### config.mk
export PLATFORM = sky130hd
export DESIGN_NAME = i2c_write_read_sequencer
export DESIGN_NICKNAME = d
export VERILOG_FILES = /design/src/rtl/core/i2cws_pkg.sv /design/src/rtl/core/i2cws_ctrl.sv /design/src/rtl/core/i2c_write_read_sequencer.sv
export SDC_FILE = /design/constraint.sdc
export NUM_CORES = 1
export LEC_CHECK = 0
export CORE_MARGIN = 4
export CORE_UTILIZATION = 50
export CTS_CLUSTER_DIAMETER = 40
export CTS_CLUSTER_SIZE = 10
export DETAILED_ROUTE_END_ITERATION = 8
export DONT_BUFFER_PORTS = 1
export MAX_ROUTING_LAYER = met4
export PLACE_DENSITY = 0.74
export SLEW_MARGIN = 25
export SYNTH_ARGS = -nofsm -noshare
export SYNTH_HDL_FRONTEND = slang
export SYNTH_SLANG_ARGS = --single-unit
### constraint.sdc
create_clock -name clk -period 4 [get_ports clk]
set_input_delay 0.4 -clock clk [delete_from_list [all_inputs] [get_ports clk]]
set_output_delay 0.4 -clock clk [all_outputs]
set_load 0.05 [all_outputs]
### src/rtl/core/i2cws_pkg.sv
// shared constants, codes and word types of the i2c write/read sequencer
package i2cws_pkg;

  // buffer geometry
  localparam int BUF_DEPTH = 32;
  localparam int IDX_W     = $clog2(BUF_DEPTH);
  localparam int CNT_W     = $clog2(BUF_DEPTH + 1);

  // input opcodes
  localparam logic [3:0] OP_LOAD     = 4'd0;
  localparam logic [3:0] OP_START    = 4'd1;
  localparam logic [3:0] OP_NACK     = 4'd2;
  localparam logic [3:0] OP_RX       = 4'd3;
  localparam logic [3:0] OP_TX       = 4'd4;
  localparam logic [3:0] OP_COMPLETE = 4'd5;
  localparam logic [3:0] OP_STOP     = 4'd6;
  localparam logic [3:0] OP_FAULT    = 4'd7;
  localparam logic [3:0] OP_READ     = 4'd8;

  // commands to the byte engine
  localparam logic [2:0] CMD_NONE     = 3'd0;
  localparam logic [2:0] CMD_START_WR = 3'd1;
  localparam logic [2:0] CMD_START_RD = 3'd2;
  localparam logic [2:0] CMD_SEND     = 3'd3;
  localparam logic [2:0] CMD_QUIESCE  = 3'd4;
  localparam logic [2:0] CMD_DISABLE  = 3'd5;

  // start request outcomes
  localparam logic [1:0] SRES_OK    = 2'd0;
  localparam logic [1:0] SRES_BUSY  = 2'd1;
  localparam logic [1:0] SRES_ERROR = 2'd2;

  // status flag bit positions
  localparam int FL_BUSY  = 0;
  localparam int FL_WRITE = 1;
  localparam int FL_READ  = 2;
  localparam int FL_READY = 3;
  localparam int FL_ERROR = 4;
  localparam int FL_NACK  = 5;

  // byte sent when the transmitter runs past the buffer
  localparam logic [7:0] IDLE_BYTE = 8'hFF;

  // one input word
  typedef struct packed {
    logic [3:0]       opcode;
    logic [6:0]       slave_addr;
    logic             wr_present;
    logic [CNT_W-1:0] wr_count;
    logic             rd_present;
    logic [CNT_W-1:0] rd_count;
    logic             bus_busy;
    logic             bus_fault;
    logic [4:0]       buf_index;
    logic [7:0]       byte_in;
  } item_t;

  // one result word
  typedef struct packed {
    logic [5:0]       status_flags;
    logic [2:0]       command;
    logic [6:0]       cmd_addr;
    logic [CNT_W-1:0] cmd_count;
    logic             cmd_autoend;
    logic [7:0]       byte_out;
    logic [1:0]       start_result;
    logic [CNT_W-1:0] sent_count;
  } result_t;

endpackage

### src/rtl/core/i2cws_ctrl.sv
// transaction state, data buffer and per-word decision logic
module i2cws_ctrl (
  input  logic              clk,
  input  logic              rst_n,
  input  logic              step,
  input  i2cws_pkg::item_t  item,
  output i2cws_pkg::result_t result
);
  import i2cws_pkg::*;

  logic [6:0]       addr_r, addr_nxt;
  logic [5:0]       flag_r, flag_nxt;
  logic [CNT_W-1:0] wtot_r, wtot_nxt;
  logic [CNT_W-1:0] rtot_r, rtot_nxt;
  logic [CNT_W-1:0] ptr_r, ptr_nxt;
  logic             rx_en_r, rx_en_nxt;
  logic             tx_en_r, tx_en_nxt;
  logic [7:0]       buf_r [BUF_DEPTH];

  logic             buf_we;
  logic [IDX_W-1:0] buf_wa;
  logic [IDX_W-1:0] buf_ra;
  logic [7:0]       buf_rd;
  logic             ptr_ok;
  logic             idx_ok;
  logic             do_read;
  logic             do_finish;
  logic [5:0]       fin_flags;

  // single buffer read port: pointer for tx, index otherwise
  assign ptr_ok = (ptr_r < CNT_W'(BUF_DEPTH));
  assign idx_ok = (32'(item.buf_index) < BUF_DEPTH);
  assign buf_ra = (item.opcode == OP_TX) ? ptr_r[IDX_W-1:0] : IDX_W'(item.buf_index);
  assign buf_rd = buf_r[buf_ra];

  // decode the word and form next state and result
  always_comb begin
    addr_nxt  = addr_r;
    flag_nxt  = flag_r;
    wtot_nxt  = wtot_r;
    rtot_nxt  = rtot_r;
    ptr_nxt   = ptr_r;
    rx_en_nxt = rx_en_r;
    tx_en_nxt = tx_en_r;
    buf_we    = 1'b0;
    buf_wa    = IDX_W'(item.buf_index);
    do_read   = 1'b0;
    do_finish = 1'b0;
    fin_flags = '0;
    result    = '0;
    result.command      = CMD_NONE;
    result.start_result = SRES_OK;

    unique case (item.opcode)
      OP_LOAD: begin
        buf_we = idx_ok;
      end
      OP_START: begin
        if (item.bus_fault) begin
          flag_nxt[FL_ERROR]  = 1'b1;
          result.command      = CMD_DISABLE;
          result.start_result = SRES_ERROR;
        end else if (item.bus_busy) begin
          result.start_result = SRES_BUSY;
        end else begin
          addr_nxt  = item.slave_addr;
          ptr_nxt   = '0;
          wtot_nxt  = '0;
          rtot_nxt  = '0;
          if (item.wr_present) begin
            wtot_nxt = (item.wr_count > CNT_W'(BUF_DEPTH)) ? CNT_W'(BUF_DEPTH) : item.wr_count;
          end
          if (item.rd_present) begin
            rtot_nxt = (item.rd_count > CNT_W'(BUF_DEPTH)) ? CNT_W'(BUF_DEPTH) : item.rd_count;
          end
          flag_nxt           = '0;
          flag_nxt[FL_BUSY]  = 1'b1;
          flag_nxt[FL_WRITE] = item.wr_present;
          flag_nxt[FL_READ]  = item.rd_present;
          rx_en_nxt = 1'b0;
          tx_en_nxt = 1'b0;
          if (item.wr_present) begin
            result.command     = CMD_START_WR;
            result.cmd_addr    = item.slave_addr;
            result.cmd_count   = wtot_nxt;
            result.cmd_autoend = ~item.rd_present;
            tx_en_nxt          = (wtot_nxt != '0);
          end else begin
            do_read = 1'b1;
          end
        end
      end
      OP_NACK: begin
        if (ptr_r == '0) begin
          do_finish = 1'b1;
          fin_flags[FL_NACK] = 1'b1;
        end else if (flag_r[FL_WRITE]) begin
          wtot_nxt = ptr_r;
          if (flag_r[FL_READ]) begin
            do_read = 1'b1;
          end else begin
            do_finish = 1'b1;
            fin_flags[FL_READY] = 1'b1;
          end
        end
      end
      OP_RX: begin
        if (rx_en_r) begin
          if (ptr_ok) begin
            buf_we  = 1'b1;
            buf_wa  = ptr_r[IDX_W-1:0];
            ptr_nxt = ptr_r + CNT_W'(1);
          end
          if (ptr_nxt >= rtot_r) begin
            do_finish = 1'b1;
            fin_flags[FL_READY] = 1'b1;
          end
        end
      end
      OP_TX: begin
        if (tx_en_r) begin
          result.command = CMD_SEND;
          if (ptr_ok) begin
            result.byte_out = buf_rd;
            ptr_nxt         = ptr_r + CNT_W'(1);
          end else begin
            result.byte_out = IDLE_BYTE;
          end
        end
      end
      OP_COMPLETE: begin
        do_read = 1'b1;
      end
      OP_STOP: begin
        do_finish = 1'b1;
        fin_flags[FL_READY] = 1'b1;
      end
      OP_FAULT: begin
        flag_nxt[FL_ERROR] = 1'b1;
        result.command     = CMD_DISABLE;
      end
      OP_READ: begin
        if (idx_ok) begin
          result.byte_out = buf_rd;
        end
      end
      default: begin
      end
    endcase

    // read phase start: repeated start with autoend
    if (do_read) begin
      result.command     = CMD_START_RD;
      result.cmd_addr    = addr_nxt;
      result.cmd_count   = (rtot_nxt == '0) ? CNT_W'(1) : rtot_nxt;
      result.cmd_autoend = 1'b1;
      rx_en_nxt = 1'b1;
      tx_en_nxt = 1'b0;
      ptr_nxt   = '0;
    end

    // end of transaction
    if (do_finish) begin
      result.command = CMD_QUIESCE;
      rx_en_nxt = 1'b0;
      tx_en_nxt = 1'b0;
      flag_nxt  = fin_flags;
    end

    result.status_flags = flag_nxt;
    result.sent_count   = wtot_nxt;
  end

  // control state
  always_ff @(posedge clk) begin
    if (!rst_n) begin
      addr_r  <= '0;
      flag_r  <= '0;
      wtot_r  <= '0;
      rtot_r  <= '0;
      ptr_r   <= '0;
      rx_en_r <= 1'b0;
      tx_en_r <= 1'b0;
    end else if (step) begin
      addr_r  <= addr_nxt;
      flag_r  <= flag_nxt;
      wtot_r  <= wtot_nxt;
      rtot_r  <= rtot_nxt;
      ptr_r   <= ptr_nxt;
      rx_en_r <= rx_en_nxt;
      tx_en_r <= tx_en_nxt;
    end
  end

  // data buffer
  always_ff @(posedge clk) begin
    if (step && buf_we) begin
      buf_r[buf_wa] <= item.byte_in;
    end
  end

  // receiver and transmitter are never on together
  assert property (@(posedge clk) disable iff (!rst_n) !(rx_en_r && tx_en_r))
    else $error("rx and tx enabled together");

  // pointer and transfer counts stay within the buffer plus one
  assert property (@(posedge clk) disable iff (!rst_n)
    (ptr_r <= CNT_W'(BUF_DEPTH)) && (wtot_r <= CNT_W'(BUF_DEPTH))
      && (rtot_r <= CNT_W'(BUF_DEPTH)))
    else $error("pointer or count beyond buffer depth");

  // a read start never asks for zero bytes
  assert property (@(posedge clk) disable iff (!rst_n)
    (result.command == CMD_START_RD) |-> (result.cmd_count != '0))
    else $error("read start with zero count");

  // a disable command leaves the error flag set
  assert property (@(posedge clk) disable iff (!rst_n)
    (step && result.command == CMD_DISABLE) |=> flag_r[FL_ERROR])
    else $error("disable without error flag");

  // an accepted start brings the busy flag up
  assert property (@(posedge clk) disable iff (!rst_n)
    (step && item.opcode == OP_START && !item.bus_fault && !item.bus_busy)
      |=> (flag_r[FL_BUSY] && ptr_r == '0))
    else $error("start did not set busy");

endmodule

### src/rtl/core/i2c_write_read_sequencer.sv
// top level of the i2c write/read sequencer: input and result registers
//
//   channel  direction  handshake          payload
//   in_      input      in_valid/in_stall  opcode, address, counts, index, byte
//   out_     output     out_valid/out_stall flags, command, data, counts
//
// one word per cycle sustained while out_stall is low; a word goes from
// the input register through the decision logic to the result register
// the transaction state loop closes within the control unit
// rst_n is synchronous; it clears control state, the buffer is not cleared
// out_stall holds the result register and backs up into in_stall
module i2c_write_read_sequencer (
  input  logic                        clk,
  input  logic                        rst_n,
  input  logic                        in_valid,
  output logic                        in_stall,
  input  logic [3:0]                  in_opcode,
  input  logic [6:0]                  in_slave_addr,
  input  logic                        in_wr_present,
  input  logic [i2cws_pkg::CNT_W-1:0] in_wr_count,
  input  logic                        in_rd_present,
  input  logic [i2cws_pkg::CNT_W-1:0] in_rd_count,
  input  logic                        in_bus_busy,
  input  logic                        in_bus_fault,
  input  logic [4:0]                  in_buf_index,
  input  logic [7:0]                  in_byte_in,
  output logic                        out_valid,
  input  logic                        out_stall,
  output logic [5:0]                  out_status_flags,
  output logic [2:0]                  out_command,
  output logic [6:0]                  out_cmd_addr,
  output logic [i2cws_pkg::CNT_W-1:0] out_cmd_count,
  output logic                        out_cmd_autoend,
  output logic [7:0]                  out_byte_out,
  output logic [1:0]                  out_start_result,
  output logic [i2cws_pkg::CNT_W-1:0] out_sent_count
);
  import i2cws_pkg::*;

  logic    in_valid_r;
  item_t   item_r;
  logic    out_valid_r;
  result_t res_r;
  result_t res;
  logic    out_adv;
  logic    step;

  // pipeline advance
  assign out_adv  = !out_valid_r || !out_stall;
  assign step     = in_valid_r && out_adv;
  assign in_stall = in_valid_r && !out_adv;

  // input word register
  always_ff @(posedge clk) begin
    if (!rst_n) begin
      in_valid_r <= 1'b0;
    end else if (!in_stall) begin
      in_valid_r <= in_valid;
    end
  end

  always_ff @(posedge clk) begin
    if (in_valid && !in_stall) begin
      item_r.opcode     <= in_opcode;
      item_r.slave_addr <= in_slave_addr;
      item_r.wr_present <= in_wr_present;
      item_r.wr_count   <= in_wr_count;
      item_r.rd_present <= in_rd_present;
      item_r.rd_count   <= in_rd_count;
      item_r.bus_busy   <= in_bus_busy;
      item_r.bus_fault  <= in_bus_fault;
      item_r.buf_index  <= in_buf_index;
      item_r.byte_in    <= in_byte_in;
    end
  end

  // decision logic and transaction state
  i2cws_ctrl u_ctrl (
    .clk    (clk),
    .rst_n  (rst_n),
    .step   (step),
    .item   (item_r),
    .result (res)
  );

  // result word register
  always_ff @(posedge clk) begin
    if (!rst_n) begin
      out_valid_r <= 1'b0;
    end else if (out_adv) begin
      out_valid_r <= in_valid_r;
    end
  end

  always_ff @(posedge clk) begin
    if (step) begin
      res_r <= res;
    end
  end

  assign out_valid        = out_valid_r;
  assign out_status_flags = res_r.status_flags;
  assign out_command      = res_r.command;
  assign out_cmd_addr     = res_r.cmd_addr;
  assign out_cmd_count    = res_r.cmd_count;
  assign out_cmd_autoend  = res_r.cmd_autoend;
  assign out_byte_out     = res_r.byte_out;
  assign out_start_result = res_r.start_result;
  assign out_sent_count   = res_r.sent_count;

endmodule
==> results.sh, run 1 <==
export IMPL_finalSetupViolCount=0
export IMPL_syn_nets=1209
export IMPL_first_pass_iters=5
export IMPL_synthMostInstantiatedCell="edfxtp_1"
export IMPL_relSlewSlack=0.361
export IMPL_finalNonFillerCells=1624
export IMPL_rows=63
export IMPL_cts_sinks=370
export IMPL_synth_common_cells="335 x edfxtp_1, 213 x nand2_1, 81 x nor2_1, 54 x a21oi_1, 53 x nand3_1"
export IMPL_vias=9921
export IMPL_syn_inst=1157
export IMPL_htree_levels=2
export IMPL_viasPerCell=6.11
export IMPL_worst_endpoint_arrival_ns=3.86
export IMPL_grt_overflow=0
export IMPL_report_final_slew_viol_count=0
export IMPL_whs_ns=0.0111
export IMPL_cpPeakStageDelay_ns=0.72
export IMPL_crit_path_start="item_r[36]$_DFFE_PP_"
export IMPL_async_flop_share=0
export IMPL_grt_pass1_wl_um=56100
export IMPL_num_nets_final=1267
export IMPL_grt_max_degree=64
export IMPL_die_area_sq_um=33500
export IMPL_crit_type="register to register"
export IMPL_fin_crit_sh=0.865
export IMPL_gp_congestion=0.853
export IMPL_drive_gt1_frac=0.0964
export IMPL_cts_path_max_buffers=3
export IMPL_finish_utilization=0.588
export IMPL_startpoint_type="register"
export IMPL_cts_inserted_buffers=47
export IMPL_fmax_mhz=289
export IMPL_yosysSeqAreaShare=0.703
export IMPL_clock_skew_ns=0.0211
export IMPL_path_cells="or4b_4, mux2i_4, buf_12, a21oi_1, a221oi_1, o21ai_1, a21oi_1, o31a_1"
export IMPL_synth_seq_cells=370
export IMPL_p_per_area_nw_per_um2=493
export IMPL_slowest_stage="mux2i_4"
export IMPL_cpMostUsedCell="a21oi_1"
export IMPL_hp_class="primary input to register"
export IMPL_worst_pin_slew_ns=0.956
export IMPL_route_antenna_remaining_nets=0
export IMPL_nFillCells=2191
export IMPL_dieWidth_um=183
export IMPL_cts_tree="built"
export IMPL_place_port_buffers=0
export IMPL_placed_cells=1513
export IMPL_path_clk_slew_ns=0.05
export IMPL_cts_resized=0
export IMPL_drc=0
export IMPL_yosysTopAreaCell="edfxtp_1"
export IMPL_hold_path_startpoint="rst_n"
export IMPL_drt_iter0_markers=1339
export IMPL_synthTopCellsByArea="edfxtp_1 66%, nand2_1 5.2%, dfxtp_1 4.6%"
export IMPL_peakVddDrop_mv=0.377
export IMPL_yosysWarnings=0
export IMPL_leakagePower_nw=5.97
export IMPL_cp_end_kind="register"
export IMPL_antenna_found_initial=0
export IMPL_core_area_sq_um=29900
export IMPL_hpwl_um=22900
export IMPL_root_buffer="clkbuf_16"
export IMPL_ys_flop_type="edfxtp_1"
export IMPL_drv_cap=0
export IMPL_fin_tns_setup_ns=0
export IMPL_cp_max_fo=47
export IMPL_wl_per_cell_um=22.4
export IMPL_start_util=0.512
export IMPL_syn_area_sq_um=15300
export IMPL_rsz0062_at_grt="false"
export IMPL_status="completed"
export IMPL_antennaDiodeCount=0
export IMPL_critPathRequiredTime_ns=4.40
export IMPL_routed_wl_um=36400
export IMPL_area_growth_pct=14.8
export IMPL_syn_avg_cell_area_sq_um=13.2
export IMPL_grtUsageTotal=0.221
export IMPL_ios=85
export IMPL_grt_pass1_vias=9683
export IMPL_synthDistinctLibCells=69
export IMPL_period_needed_ns=3.46
export IMPL_die_h_um=183
export IMPL_synth_edf_count=335
export IMPL_synth_top_area_share=0.658
export IMPL_hold_viol_final=0
export IMPL_clock_latency_ns=0.55
export IMPL_rr_startpoint="item_r[36]$_DFFE_PP_"
[layer usage]
metal  global-route usage  part of all wire
met1                0.297              0.40
met4               0.0748             0.033
met2                0.335              0.46
met3               0.0549              0.10
met5                    -                 0
[power breakdown]
part / switching [mW] / total [mW] / leakage, nW / internal, mW
combinational: 0.307 / 0.477 / 1.96 / 0.170
clock: 1.50 / 3.77 / 0.672 / 2.27
sequential: 0.130 / 4.41 / 3.33 / 4.28
total: 1.94 / 8.66 / 5.97 / 6.73
[flip-flops by register name, indices dropped and copies added (netlist names)]
signal / cells
in_valid_r: 1
item_r: 40
out_byte_out: 8
out_cmd_addr: 7
out_cmd_autoend: 1
out_cmd_count: 6
out_command: 3
out_sent_count: 6
out_start_result: 2
out_status_flags: 6
out_valid: 1
u_ctrl.addr_r: 7
u_ctrl.buf_r: 256
u_ctrl.flag_r: 6
u_ctrl.ptr_r: 6
u_ctrl.rtot_r: 6
u_ctrl.rx_en_r: 1
u_ctrl.tx_en_r: 1
u_ctrl.wtot_r: 6
[cells in the final DEF (no fill, tap or decap), types with 4 or more instances in the layout]
cell type	count
a211oi_1	10
a21o_1	7
a21oi_1	54
a221oi_1	21
a31o_1	8
a31oi_1	31
a32oi_1	16
and2_1	6
and3_1	12
buf_4	22
buf_8	4
clkbuf_1	7
clkbuf_16	47
clkinv_2	5
dfxtp_1	35
dlygate4sd3_1	42
edfxtp_1	335
ha_1	8
inv_1	18
mux2i_1	45
nand2_1	213
nand2b_1	11
nand3_1	53
nand3b_1	4
nand4_1	6
nor2_1	81
nor2b_1	7
nor3_1	14
o21ai_0	19
o21ai_1	8
o31a_1	7
[cells by family (layout without fill, tap and decap cells)]
logic type,Yosys count,in the layout,share of synthesized area
AO/OA/AOI/OAI,204,204,0.0909
adder cells (fa/ha/maj),8,8,0.00654
AND/OR/NAND/NOR,434,434,0.129
multiplexers,54,54,0.0399
buffers and inverters,83,160,0.0279
flip-flops,370,370,0.703
XOR/XNOR,4,4,0.00229
[area by class of cell]
cell class,instances,area (sq um),area share
inverters,20,75.1,0.00428
repair buffers,72,741,0.0422
multi-input cells,704,4140,0.236
flip-flops and latches,370,10800,0.613
well taps,390,488,0.0278
clock buffers,55,1220,0.0693
clock inverters,13,144,0.00819
[worst paths after layout]
| kind | to | slack (ns) | cells after the start |
|---|---|---|---|
| setup / recovery | out_byte_out[2]$_DFFE_PP_ | 0.54 | 8 |
| hold / removal | u_ctrl.flag_r[5]$_SDFFE_PN0P_ | 0.01 | 2 |
| setup reg to reg | out_byte_out[2]$_DFFE_PP_ | 0.54 | 8 |
| hold reg to reg | u_ctrl.rtot_r[5]$_SDFFE_PN0P_ | 0.47 | 2 |
[timing repair]
action,in CTS,in global routing
setup buffers,0,0
hold endpoints to repair,50,0
hold buffers,42,0
[per-stage QoR]
stage	cell area (sq um)	total power [mW]	worst slack, ns
3_3_place_gp	15600	4.89	0.685
5_1_grt	17600	8.92	0.417
6_report	17600	8.66	0.540
2_1_floorplan	15300	4.77	0.767
3_5_place_dp	15800	4.92	0.609
4_1_cts	17500	8.67	0.588
[worst max-delay path, delay by kind of cell, from the launching register on]
family	cells	cell delay (ns)
buf+inv	1	0.31
simple gates	1	0.70
compound gates	5	1.20
flops	1	0.38
mux	1	0.72
Note: power is estimated with default switching activity, not from simulation.
==> run 2, diff against run 1 <==
RECOVER_POWER = 100   (was not set)
==> results.sh, run 2 (synthesized netlist as in run 1, its figures left out) <==
export IMPL_route_antenna_remaining_nets=0
export IMPL_grt_overflow=0
export IMPL_wl_per_cell_um=22.5
export IMPL_leakagePower_nw=5.88
export IMPL_routed_wl_um=36500
export IMPL_final_cell_mix="335 x edfxtp_1, 213 x nand2_1, 81 x nor2_1, 54 x a21oi_1, 53 x nand3_1"
export IMPL_p_per_area_nw_per_um2=497
export IMPL_hold_viol_final=0
export IMPL_cts_setup_buffers=0
export IMPL_dieWidth_um=183
export IMPL_nFillCells=2217
export IMPL_relSlewSlack=-0.0900
export IMPL_dpl_cell_area_sq_um=15800
export IMPL_first_pass_iters=6
export IMPL_worst_endpoint_arrival_ns=3.81
export IMPL_htree_levels=2
export IMPL_ios=85
export IMPL_critPathRequiredTime_ns=4.28
export IMPL_hold_buffers=42
export IMPL_cp_end_kind="register"
export IMPL_startpoint_type="register"
export IMPL_hpwl_um=22900
export IMPL_crit_path_start="item_r[36]$_DFFE_PP_"
export IMPL_cp_max_fo=47
export IMPL_antennaDiodeCount=0
export IMPL_drc=0
export IMPL_worst_pin_slew_ns=1.63
export IMPL_fin_crit_sh=0.882
export IMPL_fin_area_sq_um=17400
export IMPL_clock_skew_ns=0.0277
export IMPL_root_buffer="clkbuf_16"
export IMPL_top_register="u_ctrl.buf_r"
export IMPL_hp_class="primary input to register"
export IMPL_multi_input_area_sq_um=4120
export IMPL_cts_tree="built"
export IMPL_place_port_buffers=0
export IMPL_antenna_found_initial=0
export IMPL_hold_depth=2
export IMPL_rsz0062_at_grt="false"
export IMPL_cts_path_max_buffers=3
export IMPL_cts_inserted_buffers=47
export IMPL_period_needed_ns=3.53
export IMPL_grt_max_degree=64
export IMPL_area_growth_pct=13.8
export IMPL_cts_resized=0
export IMPL_largest_reg_flops=256
export IMPL_die_area_sq_um=33500
export IMPL_start_util=0.512
export IMPL_finalSetupViolCount=0
export IMPL_hold_path_startpoint="rst_n"
export IMPL_core_area_sq_um=29900
export IMPL_fin_tns_setup_ns=0
export IMPL_seq_area_sq_um=10800
export IMPL_grt_pass1_wl_um=56100
export IMPL_peakVddDrop_mv=0.377
export IMPL_gp_congestion=0.853
export IMPL_rr_startpoint="item_r[36]$_DFFE_PP_"
export IMPL_violations="max-capacitance violations, max-slew violations"
export IMPL_drt_iter0_markers=1274
export IMPL_die_h_um=183
export IMPL_cts_sinks=370
export IMPL_viasPerCell=6.09
export IMPL_path_clk_slew_ns=0.05
export IMPL_drv_cap=3
export IMPL_grt_pass1_vias=9683
export IMPL_crit_type="register to register"
export IMPL_drive_gt1_frac=0.0843
export IMPL_power_mw=8.65
export IMPL_num_nets_final=1267
export IMPL_clock_latency_ns=0.55
export IMPL_vias=9896
export IMPL_mostFrequentLayoutCell="edfxtp_1"
export IMPL_worstRegToRegCells=7
export IMPL_fmax_mhz=284
export IMPL_status="finished, violations left"
export IMPL_rows=63
export IMPL_report_final_slew_viol_count=130
export IMPL_grtUsageTotal=0.221
run 2: stage by stage:
step	setup WS (ns)	hold WS, ns	utilization	std cells
5_1_grt	0.308	0.0309	0.583	1624
3_5_place_dp	0.609	0.454	0.528	1513
2_1_floorplan	0.767	0.436	-	1157
6_report	0.473	0.0168	0.583	1624
3_3_place_gp	0.685	0.443	0.524	1507
4_1_cts	0.588	0.000197	0.587	1623
run 2: path summary, 6_finish.rpt:
check,slack (ns),endpoint
setup / recovery,0.47,out_byte_out[5]$_DFFE_PP_
hold / removal,0.02,u_ctrl.flag_r[5]$_SDFFE_PN0P_
setup reg to reg,0.47,out_byte_out[5]$_DFFE_PP_
hold reg to reg,0.47,u_ctrl.rtot_r[5]$_SDFFE_PN0P_
run 2: power breakdown:
| part | switching, mW | internal [mW] |
|---|---|---|
| registers | 0.128 | 4.28 |
| logic | 0.306 | 0.155 |
| clock network | 1.50 | 2.27 |
| total | 1.94 | 6.71 |
run 2: per-layer routing:
metal	wire length [um]	global-route usage	vias to the layer above
li1	-	-	4435
met1	15000	0.297	4881
met2	16800	0.335	485
met3	3490	0.0549	95
met4	1190	0.0748	0
met5	0	-	-
run 2: area by class of cell:
type,instances,area share
well taps,390,0.0280
clock buffers,55,0.0699
multi-input cells,704,0.236
flip-flops and latches,370,0.618
inverters,20,0.00431
clock inverters,13,0.00827
repair buffers,72,0.0350
run 2: critical path, stage by stage, from the launching register on:
cell and delay [ns]:
edfxtp_1 0.38, or4b_4 0.70, mux2i_4 0.73, buf_12 0.31, a221oi_1 0.14, o21ai_0 0.53, a21oi_1 0.15, o31a_1 0.31
==> run 3, diff against run 2 <==
CORE_UTILIZATION = 35   (was 50)
PLACE_DENSITY = 0.58   (was 0.74)
clock period = 4.2 ns   (was 4 ns; I/O delays follow)
==> results.sh, run 3 (synthesized netlist as in run 1, its figures left out) <==
export IMPL_hpwl_um=24300
export IMPL_status="finished, violations left"
export IMPL_crit_type="register to register"
export IMPL_nFillCells=4014
export IMPL_grt_pass1_wl_um=58400
export IMPL_area_growth_pct=16.5
export IMPL_htree_levels=2
export IMPL_fin_crit_sh=0.882
export IMPL_drv_cap=8
export IMPL_drt_iter0_markers=976
export IMPL_core_area_sq_um=43200
export IMPL_antennaDiodeCount=0
export IMPL_fin_tns_setup_ns=0
export IMPL_finish_utilization=0.413
export IMPL_critPathRequiredTime_ns=4.40
export IMPL_ios=85
export IMPL_top_register="u_ctrl.buf_r"
export IMPL_grt_max_degree=76
export IMPL_report_final_slew_viol_count=215
export IMPL_critPathBufInv=3
export IMPL_clockPowerShare=0.457
export IMPL_largest_reg_flops=256
export IMPL_root_buffer="clkbuf_16"
export IMPL_preCtsSetupSlack_ns=0.624
export IMPL_power_mw=8.56
export IMPL_num_nets_final=1272
export IMPL_die_h_um=217
export IMPL_clock_latency_ns=0.57
export IMPL_cp_num_cells=8
export IMPL_startpoint_type="register"
export IMPL_cpMostUsedCell="clkbuf_1"
export IMPL_dpl_cell_area_sq_um=16000
export IMPL_routed_wl_um=38500
export IMPL_leakagePower_nw=5.95
export IMPL_drive_gt1_frac=0.0850
export IMPL_mostFrequentLayoutCell="edfxtp_1"
export IMPL_cp_max_fo=18
export IMPL_seqPwrFrac=0.490
export IMPL_relSlewSlack=-0.237
export IMPL_cp_end_kind="register"
export IMPL_viasPerCell=5.30
export IMPL_placed_cells=1712
export IMPL_worst_pin_slew_ns=1.85
export IMPL_fmax_mhz=270
export IMPL_final_cell_mix="335 x edfxtp_1, 213 x nand2_1, 81 x nor2_1, 54 x a21oi_1, 53 x nand3_1"
export IMPL_top_usage_layer="met2"
export IMPL_vias=9712
export IMPL_place_port_buffers=0
export IMPL_met2_usage=0.253
export IMPL_path_clk_slew_ns=0.05
export IMPL_finalSetupViolCount=0
export IMPL_wl_per_cell_um=21.0
export IMPL_grtUsageMet1=0.220
export IMPL_switching_power_mw=1.94
export IMPL_period_needed_ns=3.70
export IMPL_violations="max-capacitance violations, max-slew violations"
export IMPL_hold_viol_final=0
export IMPL_p_sw_frac=0.227
export IMPL_fin_ws_ns=0.497
export IMPL_path_cells="clkbuf_1, nand2_1, nor4_1, buf_4, mux2i_1, nand3_1, nor2_1, clkbuf_1"
export IMPL_gp_congestion=0.834
export IMPL_grt_overflow=0
export IMPL_rows=76
export IMPL_pwr_share_comb=0.053
export IMPL_cts_inserted_buffers=49
export IMPL_hp_class="primary input to register"
export IMPL_worstRegToRegCells=8
export IMPL_fin_area_sq_um=17800
export IMPL_cp_top_family="simple AND/OR/NAND/NOR gates"
export IMPL_grtUsageTotal=0.165
export IMPL_dieWidth_um=217
export IMPL_clock_skew_ns=0.0294
export IMPL_cts_sinks=370
export IMPL_hold_depth=2
export IMPL_antenna_found_initial=0
export IMPL_use_met3=0.0342
export IMPL_cts_tree="built"
export IMPL_peakVddDrop_mv=0.337
export IMPL_seq_area_sq_um=10800
export IMPL_multi_input_area_sq_um=4110
export IMPL_slowest_stage="clkbuf_1"
export IMPL_p_per_area_nw_per_um2=480
export IMPL_cpPeakStageDelay_ns=0.54
export IMPL_start_util=0.354
export IMPL_die_area_sq_um=47100
export IMPL_cts_path_max_buffers=3
export IMPL_whs_ns=0.0569
export IMPL_worst_endpoint_arrival_ns=3.90
export IMPL_grt_pass1_vias=9352
export IMPL_finalNonFillerCells=1832
export IMPL_route_antenna_remaining_nets=0
export IMPL_rsz0062_at_grt="false"
export IMPL_drc=0
export IMPL_first_pass_iters=6
export IMPL_p_int_mw=6.62
[run 3: worst register-to-register path, stage by stage (launching register included)]
cell	delay, ns
edfxtp_1	0.36
clkbuf_1	0.54
nand2_1	0.20
nor4_1	0.29
buf_4	0.25
mux2i_1	0.34
nand3_1	0.50
nor2_1	0.48
clkbuf_1	0.40
[run 3: final timing paths]
kind                                       from                       endpoint  slack (ns)
setup / recovery           item_r[37]$_DFFE_PP_  u_ctrl.buf_r[24][1]$_DFFE_PP_        0.50
hold reg to reg   u_ctrl.addr_r[0]$_SDFFE_PN0P_  u_ctrl.addr_r[0]$_SDFFE_PN0P_        0.46
hold / removal                            rst_n    u_ctrl.tx_en_r$_SDFFE_PN0P_        0.06
setup reg to reg           item_r[37]$_DFFE_PP_  u_ctrl.buf_r[24][1]$_DFFE_PP_        0.50
[run 3: area by class of cell]
type | count | share of cell area
Tap cell | 585 | 0.0411
Sequential cell | 370 | 0.604
Clock buffer | 61 | 0.0736
Multi-Input combinational cell | 704 | 0.231
Timing Repair Buffer | 75 | 0.0354
Inverter | 20 | 0.00421
Clock inverter | 17 | 0.0112
[run 3: timing repair]
item,in CTS,in global routing
endpoints found under the setup margin,0,0
hold buffers,42,0
buffers inserted,0,0
endpoints found under the hold margin,51,0
resized for setup,0,0
[run 3: metal layers]
| metal | up-vias | share of wire |
|---|---|---|
| li1 | 4461 | - |
| met1 | 4823 | 0.43 |
| met2 | 342 | 0.47 |
| met3 | 86 | 0.066 |
| met4 | 0 | 0.032 |
| met5 | - | 0 |
[run 3: power by group through the flow]
stage | logic, mW | registers, mW | clock network (mW)
6_report | 0.456 | 4.19 | 3.91
5_1_grt | 0.496 | 4.20 | 4.14
4_1_cts | 0.466 | 4.19 | 3.97
3_5_place_dp | 0.432 | 4.26 | 0
3_3_place_gp | 0.415 | 4.27 | 0
2_1_floorplan | 0.280 | 4.26 | 0
